`src/hw/rtl/twpd_pkg.sv`:
```
// ----------------------------------------------------------------------------
// twpd_pkg
// Shared types, codes and constants of the tilt window persistence detector.
// ----------------------------------------------------------------------------
package twpd_pkg;

  // Field widths
  localparam int REQ_W       = 2;
  localparam int SAMPLE_W    = 8;
  localparam int WIN_W       = 7;
  localparam int COUNT_W     = 5;
  localparam int TILT_W      = 2;
  localparam int SUM_W       = 13;
  localparam int CFG_INDEX_W = 4;
  localparam int CFG_DATA_W  = 8;

  // Calibration and counter limits
  localparam int unsigned CAL_SAMPLES = 20;
  localparam logic [COUNT_W-1:0] CAL_LAST  = COUNT_W'(CAL_SAMPLES - 1);
  localparam logic [COUNT_W-1:0] COUNT_MAX = '1;

  // Register reset values
  localparam logic             TILT_ENABLE_RST   = 1'b0;
  localparam logic [WIN_W-1:0] WINDOW_LOW_RST    = WIN_W'(2);
  localparam logic [WIN_W-1:0] WINDOW_HIGH_RST   = WIN_W'(15);
  localparam logic [COUNT_W-1:0] PERSIST_LIMIT_RST = COUNT_W'(25);

  // Request codes
  typedef enum logic [REQ_W-1:0] {
    REQ_DETECT = 2'd0,
    REQ_CAL    = 2'd1,
    REQ_CLEAR  = 2'd2,
    REQ_NONE   = 2'd3
  } req_t;

  // Tilt codes
  typedef enum logic [TILT_W-1:0] {
    TILT_CLEAR = 2'd0,
    TILT_NEG   = 2'd1,
    TILT_POS   = 2'd2
  } tilt_t;

  // Register indexes
  typedef enum logic [CFG_INDEX_W-1:0] {
    REG_TILT_ENABLE   = 4'd0,
    REG_WINDOW_LOW    = 4'd1,
    REG_WINDOW_HIGH   = 4'd2,
    REG_PERSIST_LIMIT = 4'd3
  } reg_index_t;

  // Configuration seen by the datapath
  typedef struct packed {
    logic               tilt_enable;
    logic [WIN_W-1:0]   window_low;
    logic [WIN_W-1:0]   window_high;
    logic [COUNT_W-1:0] persist_limit;
  } cfg_t;

  // Detector state carried from word to word
  typedef struct packed {
    logic [COUNT_W-1:0]         persist_count;
    tilt_t                      tilt_latch;
    logic signed [SAMPLE_W-1:0] offset_reg;
    logic signed [SUM_W-1:0]    cal_sum;
    logic [COUNT_W-1:0]         cal_count;
  } state_t;

  // Sum divided by 20, truncated toward zero. |sum| <= 2560, so
  // |sum|>>2 <= 640 and (x*205)>>10 gives x/5 exactly for x < 1024.
  function automatic logic signed [SAMPLE_W-1:0] div_by_cal(
      input logic signed [SUM_W-1:0] sum);
    logic [SUM_W-1:0] mag;
    logic [SUM_W-3:0] quarter;
    logic [SUM_W+5:0] prod;
    logic [SAMPLE_W:0] quot;
    mag     = sum[SUM_W-1] ? (~sum + SUM_W'(1)) : sum;
    quarter = mag[SUM_W-1:2];
    prod    = (SUM_W+6)'(quarter) * (SUM_W+6)'(205);
    quot    = prod[SAMPLE_W+10:10];
    div_by_cal = sum[SUM_W-1] ? SAMPLE_W'(~quot + (SAMPLE_W+1)'(1))
                              : SAMPLE_W'(quot);
  endfunction

endpackage

```
`src/hw/rtl/tilt_window_persistence_detector.sv`:
```
// ----------------------------------------------------------------------------
// tilt_window_persistence_detector
// Calibrates an X-axis offset and latches a tilt after a debounced window hit.
// ----------------------------------------------------------------------------
//   channel  | handshake             | payload
//   ---------+-----------------------+--------------------------------------
//   sample   | sample_valid/_stall   | req_type, sample
//   result   | result_valid/_stall   | tilt_state, offset_value, offset_updated
//   cfg      | cfg_valid/cfg_ready   | cfg_index, cfg_data
//
// One word per cycle sustained unless the result stalls. Each word passes the
// input register, then the result register, updating the detector state as
// it enters the latter. rst is synchronous and clears both stages, the state
// and the registers to their defaults; sample_stall is high and cfg_ready
// low while rst is high. A stalled result holds the result register, and the
// input register once it is full; sample_stall rises when both stages are
// full and the result is stalled.
module tilt_window_persistence_detector (
  input  logic                                 clk,
  input  logic                                 rst,
  // sample channel
  input  logic                                 sample_valid,
  output logic                                 sample_stall,
  input  logic [twpd_pkg::REQ_W-1:0]           req_type,
  input  logic signed [twpd_pkg::SAMPLE_W-1:0] sample,
  // result channel
  output logic                                 result_valid,
  input  logic                                 result_stall,
  output logic [twpd_pkg::TILT_W-1:0]          tilt_state,
  output logic signed [twpd_pkg::SAMPLE_W-1:0] offset_value,
  output logic                                 offset_updated,
  // configuration channel
  input  logic                                 cfg_valid,
  output logic                                 cfg_ready,
  input  logic [twpd_pkg::CFG_INDEX_W-1:0]     cfg_index,
  input  logic [twpd_pkg::CFG_DATA_W-1:0]      cfg_data
);

  twpd_pkg::cfg_t   cfg;
  twpd_pkg::state_t state;
  twpd_pkg::state_t state_next;
  logic             updated_next;

  logic                                 s1_valid;
  twpd_pkg::req_t                       s1_req;
  logic signed [twpd_pkg::SAMPLE_W-1:0] s1_sample;
  logic                                 out_load;
  logic                                 advance;

  // Handshake
  assign out_load     = !result_valid || !result_stall;
  assign sample_stall = rst || (s1_valid && !out_load);
  assign advance      = s1_valid && out_load;
  assign cfg_ready    = !rst;

  // Configuration registers
  always_ff @(posedge clk) begin
    if (rst) begin
      cfg.tilt_enable   <= twpd_pkg::TILT_ENABLE_RST;
      cfg.window_low    <= twpd_pkg::WINDOW_LOW_RST;
      cfg.window_high   <= twpd_pkg::WINDOW_HIGH_RST;
      cfg.persist_limit <= twpd_pkg::PERSIST_LIMIT_RST;
    end else if (cfg_valid && cfg_ready) begin
      case (cfg_index)
        twpd_pkg::REG_TILT_ENABLE:   cfg.tilt_enable   <= cfg_data[0];
        twpd_pkg::REG_WINDOW_LOW:    cfg.window_low    <= cfg_data[twpd_pkg::WIN_W-1:0];
        twpd_pkg::REG_WINDOW_HIGH:   cfg.window_high   <= cfg_data[twpd_pkg::WIN_W-1:0];
        twpd_pkg::REG_PERSIST_LIMIT: cfg.persist_limit <= cfg_data[twpd_pkg::COUNT_W-1:0];
        default: ;
      endcase
    end
  end

  // Input register
  always_ff @(posedge clk) begin
    if (rst) begin
      s1_valid <= 1'b0;
    end else if (!sample_stall) begin
      s1_valid <= sample_valid;
    end
  end

  always_ff @(posedge clk) begin
    if (sample_valid && !sample_stall) begin
      s1_req    <= twpd_pkg::req_t'(req_type);
      s1_sample <= sample;
    end
  end

  // Datapath
  twpd_core u_core (
    .req_type       (s1_req),
    .sample         (s1_sample),
    .cfg            (cfg),
    .state          (state),
    .state_next     (state_next),
    .offset_updated (updated_next)
  );

  // Detector state, updated as a word leaves the input register
  always_ff @(posedge clk) begin
    if (rst) begin
      state.persist_count <= '0;
      state.tilt_latch    <= twpd_pkg::TILT_CLEAR;
      state.offset_reg    <= '0;
      state.cal_sum       <= '0;
      state.cal_count     <= '0;
    end else if (advance) begin
      state <= state_next;
    end
  end

  // Result register
  always_ff @(posedge clk) begin
    if (rst) begin
      result_valid <= 1'b0;
    end else if (out_load) begin
      result_valid <= s1_valid;
    end
  end

  always_ff @(posedge clk) begin
    if (advance) begin
      tilt_state     <= state_next.tilt_latch;
      offset_value   <= state_next.offset_reg;
      offset_updated <= updated_next;
    end
  end

endmodule

```
`src/hw/rtl/twpd_core.sv`:
```
// ----------------------------------------------------------------------------
// twpd_core
// Next-state logic: calibration averaging, window test and persistence count.
// ----------------------------------------------------------------------------
module twpd_core (
  input  twpd_pkg::req_t                      req_type,
  input  logic signed [twpd_pkg::SAMPLE_W-1:0] sample,
  input  twpd_pkg::cfg_t                      cfg,
  input  twpd_pkg::state_t                    state,
  output twpd_pkg::state_t                    state_next,
  output logic                                offset_updated
);

  logic signed [twpd_pkg::SAMPLE_W-1:0] x;
  logic [twpd_pkg::SAMPLE_W-1:0]        mag;
  logic                                 in_window;
  logic signed [twpd_pkg::SUM_W-1:0]    sum_next;

  // Offset-corrected sample, wrapped to 8 bits, and its magnitude
  assign x   = sample - state.offset_reg;
  assign mag = x[twpd_pkg::SAMPLE_W-1] ? (~x + twpd_pkg::SAMPLE_W'(1)) : x;

  // Strictly inside the window; -128 gives 128, above any bound
  assign in_window = (mag > {1'b0, cfg.window_low}) && (mag < {1'b0, cfg.window_high});

  assign sum_next = state.cal_sum + twpd_pkg::SUM_W'(sample);

  always_comb begin
    state_next     = state;
    offset_updated = 1'b0;
    case (req_type)
      twpd_pkg::REQ_DETECT: begin
        if (cfg.tilt_enable) begin
          if (in_window && (state.tilt_latch == twpd_pkg::TILT_CLEAR)) begin
            if (state.persist_count > cfg.persist_limit) begin
              state_next.tilt_latch = x[twpd_pkg::SAMPLE_W-1] ? twpd_pkg::TILT_NEG
                                                             : twpd_pkg::TILT_POS;
            end else if (state.persist_count != twpd_pkg::COUNT_MAX) begin
              state_next.persist_count = state.persist_count + twpd_pkg::COUNT_W'(1);
            end
          end else begin
            state_next.persist_count = '0;
          end
        end
      end
      twpd_pkg::REQ_CAL: begin
        // Twentieth word closes the average and restarts the sum
        if (state.cal_count >= twpd_pkg::CAL_LAST) begin
          state_next.offset_reg = twpd_pkg::div_by_cal(sum_next);
          state_next.cal_sum    = '0;
          state_next.cal_count  = '0;
          offset_updated        = 1'b1;
        end else begin
          state_next.cal_sum   = sum_next;
          state_next.cal_count = state.cal_count + twpd_pkg::COUNT_W'(1);
        end
      end
      twpd_pkg::REQ_CLEAR: begin
        state_next.tilt_latch = twpd_pkg::TILT_CLEAR;
      end
      default: begin
        state_next = state;
      end
    endcase
  end

endmodule

```
`config.mk`:
```
export PLATFORM = sky130hd
export DESIGN_NAME = tilt_window_persistence_detector
export DESIGN_NICKNAME = d
export VERILOG_FILES = /design/src/hw/rtl/twpd_pkg.sv /design/src/hw/rtl/tilt_window_persistence_detector.sv /design/src/hw/rtl/twpd_core.sv
export SDC_FILE = /design/constraint.sdc
export NUM_CORES = 1
export LEC_CHECK = 0
export BUFFER_PORTS_ARGS = -buffer_cell sky130_fd_sc_hd__buf_2
export CAP_MARGIN = 20
export CORE_ASPECT_RATIO = 1.5
export CORE_MARGIN = 4
export CORE_UTILIZATION = 53
export DETAILED_ROUTE_END_ITERATION = 6
export GPL_ROUTABILITY_DRIVEN = 0
export GPL_TIMING_DRIVEN = 0
export PLACE_DENSITY = 0.73
export SLEW_MARGIN = 20
export SYNTH_ARGS = -nofsm -noshare
export SYNTH_HDL_FRONTEND = slang
export SYNTH_SLANG_ARGS = --single-unit
```
`constraint.sdc`:
```
create_clock -name clk -period 6.9 [get_ports clk]
set_input_delay 0.69 -clock clk [delete_from_list [all_inputs] [get_ports clk]]
set_output_delay 0.69 -clock clk [all_outputs]
set_load 0.03 [all_outputs]
```
==> results_dict.tcl <==
set metrics [dict create \
    yosys_warnings 0 \
    synth_cell_types 65 \
    async_reset_ff_frac 0 \
    path_class "reg -> reg" \
    antenna-diode-count 0 \
    globalRouteMet3Util 0.0299 \
    grt-ovfl-total 0 \
    track_usage 0.238 \
    yosysMostFrequentCell "inv_1" \
    die_w_um 97.5 \
    setup_violations 16 \
    clock_latency_ns 0.34 \
    worstMarginPinSlew_ns 0.950 \
    std_cell_rows 48 \
    leakage_uw 0.00370 \
    hold_path.class "reg -> reg" \
    vdd_drop_max_v 0.000479 \
    synthXorXnorAreaFrac 0.0786 \
    grt_use_met1 0.238 \
    num_io_pins 41 \
    slowest_stage "fa_2" \
    whs_ns 0.462 \
    grt_start_max_net_pins 19 \
    synth_area_leader_cell "dfxtp_1" \
    syn_inst 725 \
    first_iter_violations 205 \
    yosys.area_share.simple 0.160 \
    placed_area_um2 6850 \
    critical_path.top_delay_family "adder cells" \
    arrival_ns 7.90 \
    syn_area_um2 6370 \
    synth_ff_type "dfxtp_1" \
    synth_area_per_cell_um2 8.78 \
    start_util 0.546 \
    slowest_delay_ns 0.54 \
    htreeDepth 3 \
    ys_seq_elements 76 \
    period_share 1.11 \
    synth-adder-area-share 0.238 \
    first_pass_iters 5 \
    finClkSkew_ns 0.00656 \
    fin_crit_ns 7.68 \
    fin_util 0.675 \
    grt_pass1_wl_mm 26.5 \
    p_per_area_nw_per_um2 574 \
    syn-num-nets 860 \
    die_area_um2 13900 \
    grt_util_met2 0.463 \
    cts-root-buf "clkbuf_16" \
    yosysTopAreaCellShare 0.173 \
    maxCapViolCount 0 \
    violations "setup timing" \
    hold_violations 0 \
    end_kind "register" \
    required_ns 7.12 \
    synthMuxAreaShare 0.0314 \
    yosysSeqAreaShare 0.272 \
    synth-compound-area-share 0.152 \
    vias_per_cell 5.76 \
    synth-edff-count 21 \
    grt_setup_unrepaired "yes" \
    drc 0 \
    clkSinkCount 76 \
    antenna_found_initial 0 \
    die_h_um 142 \
    synthTopCellsByCount "97 x inv_1, 86 x ha_1, 60 x nor2_1" \
    syn_to_final_growth_pct 23.4 \
    post-dp-hpwl_mm 12.5 \
    grt-busiest-layer "met2" \
    crit_fanout 4 \
    crit_path_start_kind "register" \
    clock_path_buffers 2 \
    wire_per_inst_um 17.5 \
    status "complete, but fails checks" \
    slew_headroom 0.364 \
    critPathBufInv 5 \
    finalWirelength_mm 16.9 \
    numCtsBuffers 9 \
    portBuffers 38 \
    grt_pass1_vias 5696 \
    rrSetupSlack_ns -0.78 \
    coreArea_um2 11700 \
    synth_top_family_by_area "adder cells" \
    drt.antenna.violating_nets 0 \
    drv_slew 0 \
    synthTopCellsByArea "dfxtp_1 17%, ha_1 17%, edfxtp_1 9.9%" \
    fin_area_um2 7860 \
    clk_pin_slew_ns 0.06 \
    layout-drive-gt1-share 0.227 \
    dr_total_vias 5579 \
    cts_tree "yes" \
    setup_tns_ns -7.10 \
    max_freq_mhz 130 \
    setup_slack_ns -0.779 \
    num-nets-final 948 \
    power_uw 4510 \
]
[flip-flops by register name, indices dropped and copies added, names as in the netlist]
name,flops
cfg,20
offset_updated,1
offset_value,8
result_valid,1
s1_req,2
s1_sample,8
s1_valid,1
state,33
tilt_state,2
[cell families (layout without fill, tap and decap cells)]
kind of cell               count (synthesis)  after routing
other                                      1              1
and+or+nand+nor                          208            208
muxes                                     20             20
buffers and inverters                    110            203
AOI/OAI and AO/OA                        149            149
adders and majority gates                108            108
xor gates and xnor gates                  53             53
DFF                                       76             76
[metrics by stage]
step	cells	setup WS, ns
final	968	-0.779
after global routing	968	-0.975
after CTS	956	-0.467
after detailed placement	913	-0.910
after global placement	913	-0.851
after floorplan	725	-0.0984
[worst register-to-register path: cells and delay by family (launching register included)]
family                   cells  cell delay, ns
adder cells (fa/ha/maj)      7            2.72
XOR/XNOR                     2            0.46
AO/OA/AOI/OAI                5            1.49
buffers and inverters        5            0.23
AND/OR/NAND/NOR             10            2.28
flip-flops                   1            0.40
[layer usage]
metal,up-vias,routed length (um),part of all wire
met2,149,9280,0.55
met4,0,888,0.053
met1,2696,6140,0.36
met5,-,0,0
li1,2677,-,-
met3,57,596,0.035
[final timing paths]
path | startpoint | end | cells after the start
worst max register to register | s1_sample[0] | state[25] | 29
worst min register to register | state[21] | state[21] | 2
worst max-delay path | s1_sample[0] | state[25] | 29
worst min-delay path | state[21] | state[21] | 2
[area by class of cell]
type | instances | area (um2)
Clock inverter | 5 | 51.3
Inverter | 98 | 368
Fill cell | 913 | 3790
Tap cell | 150 | 188
Clock buffer | 11 | 243
Buffer | 11 | 57.6
Timing Repair Buffer | 78 | 518
Multi-Input combinational cell | 539 | 4700
Sequential cell | 76 | 1730
[report_power, final]
part           internal (uW)  switching, uW  total, uW  leakage (uW)
Combinational           1680           1880       3570       0.00291
Clock                    287            184        471      0.000143
Sequential               468           6.54        474      0.000645
[timing repair]
item | 4_1_cts | 5_1_grt
pin swaps | 38 | 20
cloned | 0 | 0
setup buffers | 27 | 13
hold buffers | 0 | 0
setup endpoints to repair | 16 | 16
hold endpoints to repair | 0 | 0
gates resized for setup | 50 | 34
[layout by cell type (no fill, tap or decap), drive strengths merged, types with 12 or more instances in the layout]
cell type | Yosys | final
fa | 22 | 22
dfxtp | 55 | 55
nand2b | 13 | 13
edfxtp | 21 | 21
nand3 | 15 | 15
mux2i | 20 | 20
xor2 | 21 | 21
a21oi | 44 | 44
ha | 86 | 86
inv | 97 | 97
nand2 | 58 | 58
nor2 | 60 | 60
a21o | 12 | 12
buf | 2 | 80
xnor2 | 31 | 31
o21ai | 35 | 35
clkbuf | 10 | 20
(Power assumes the default switching activity.)
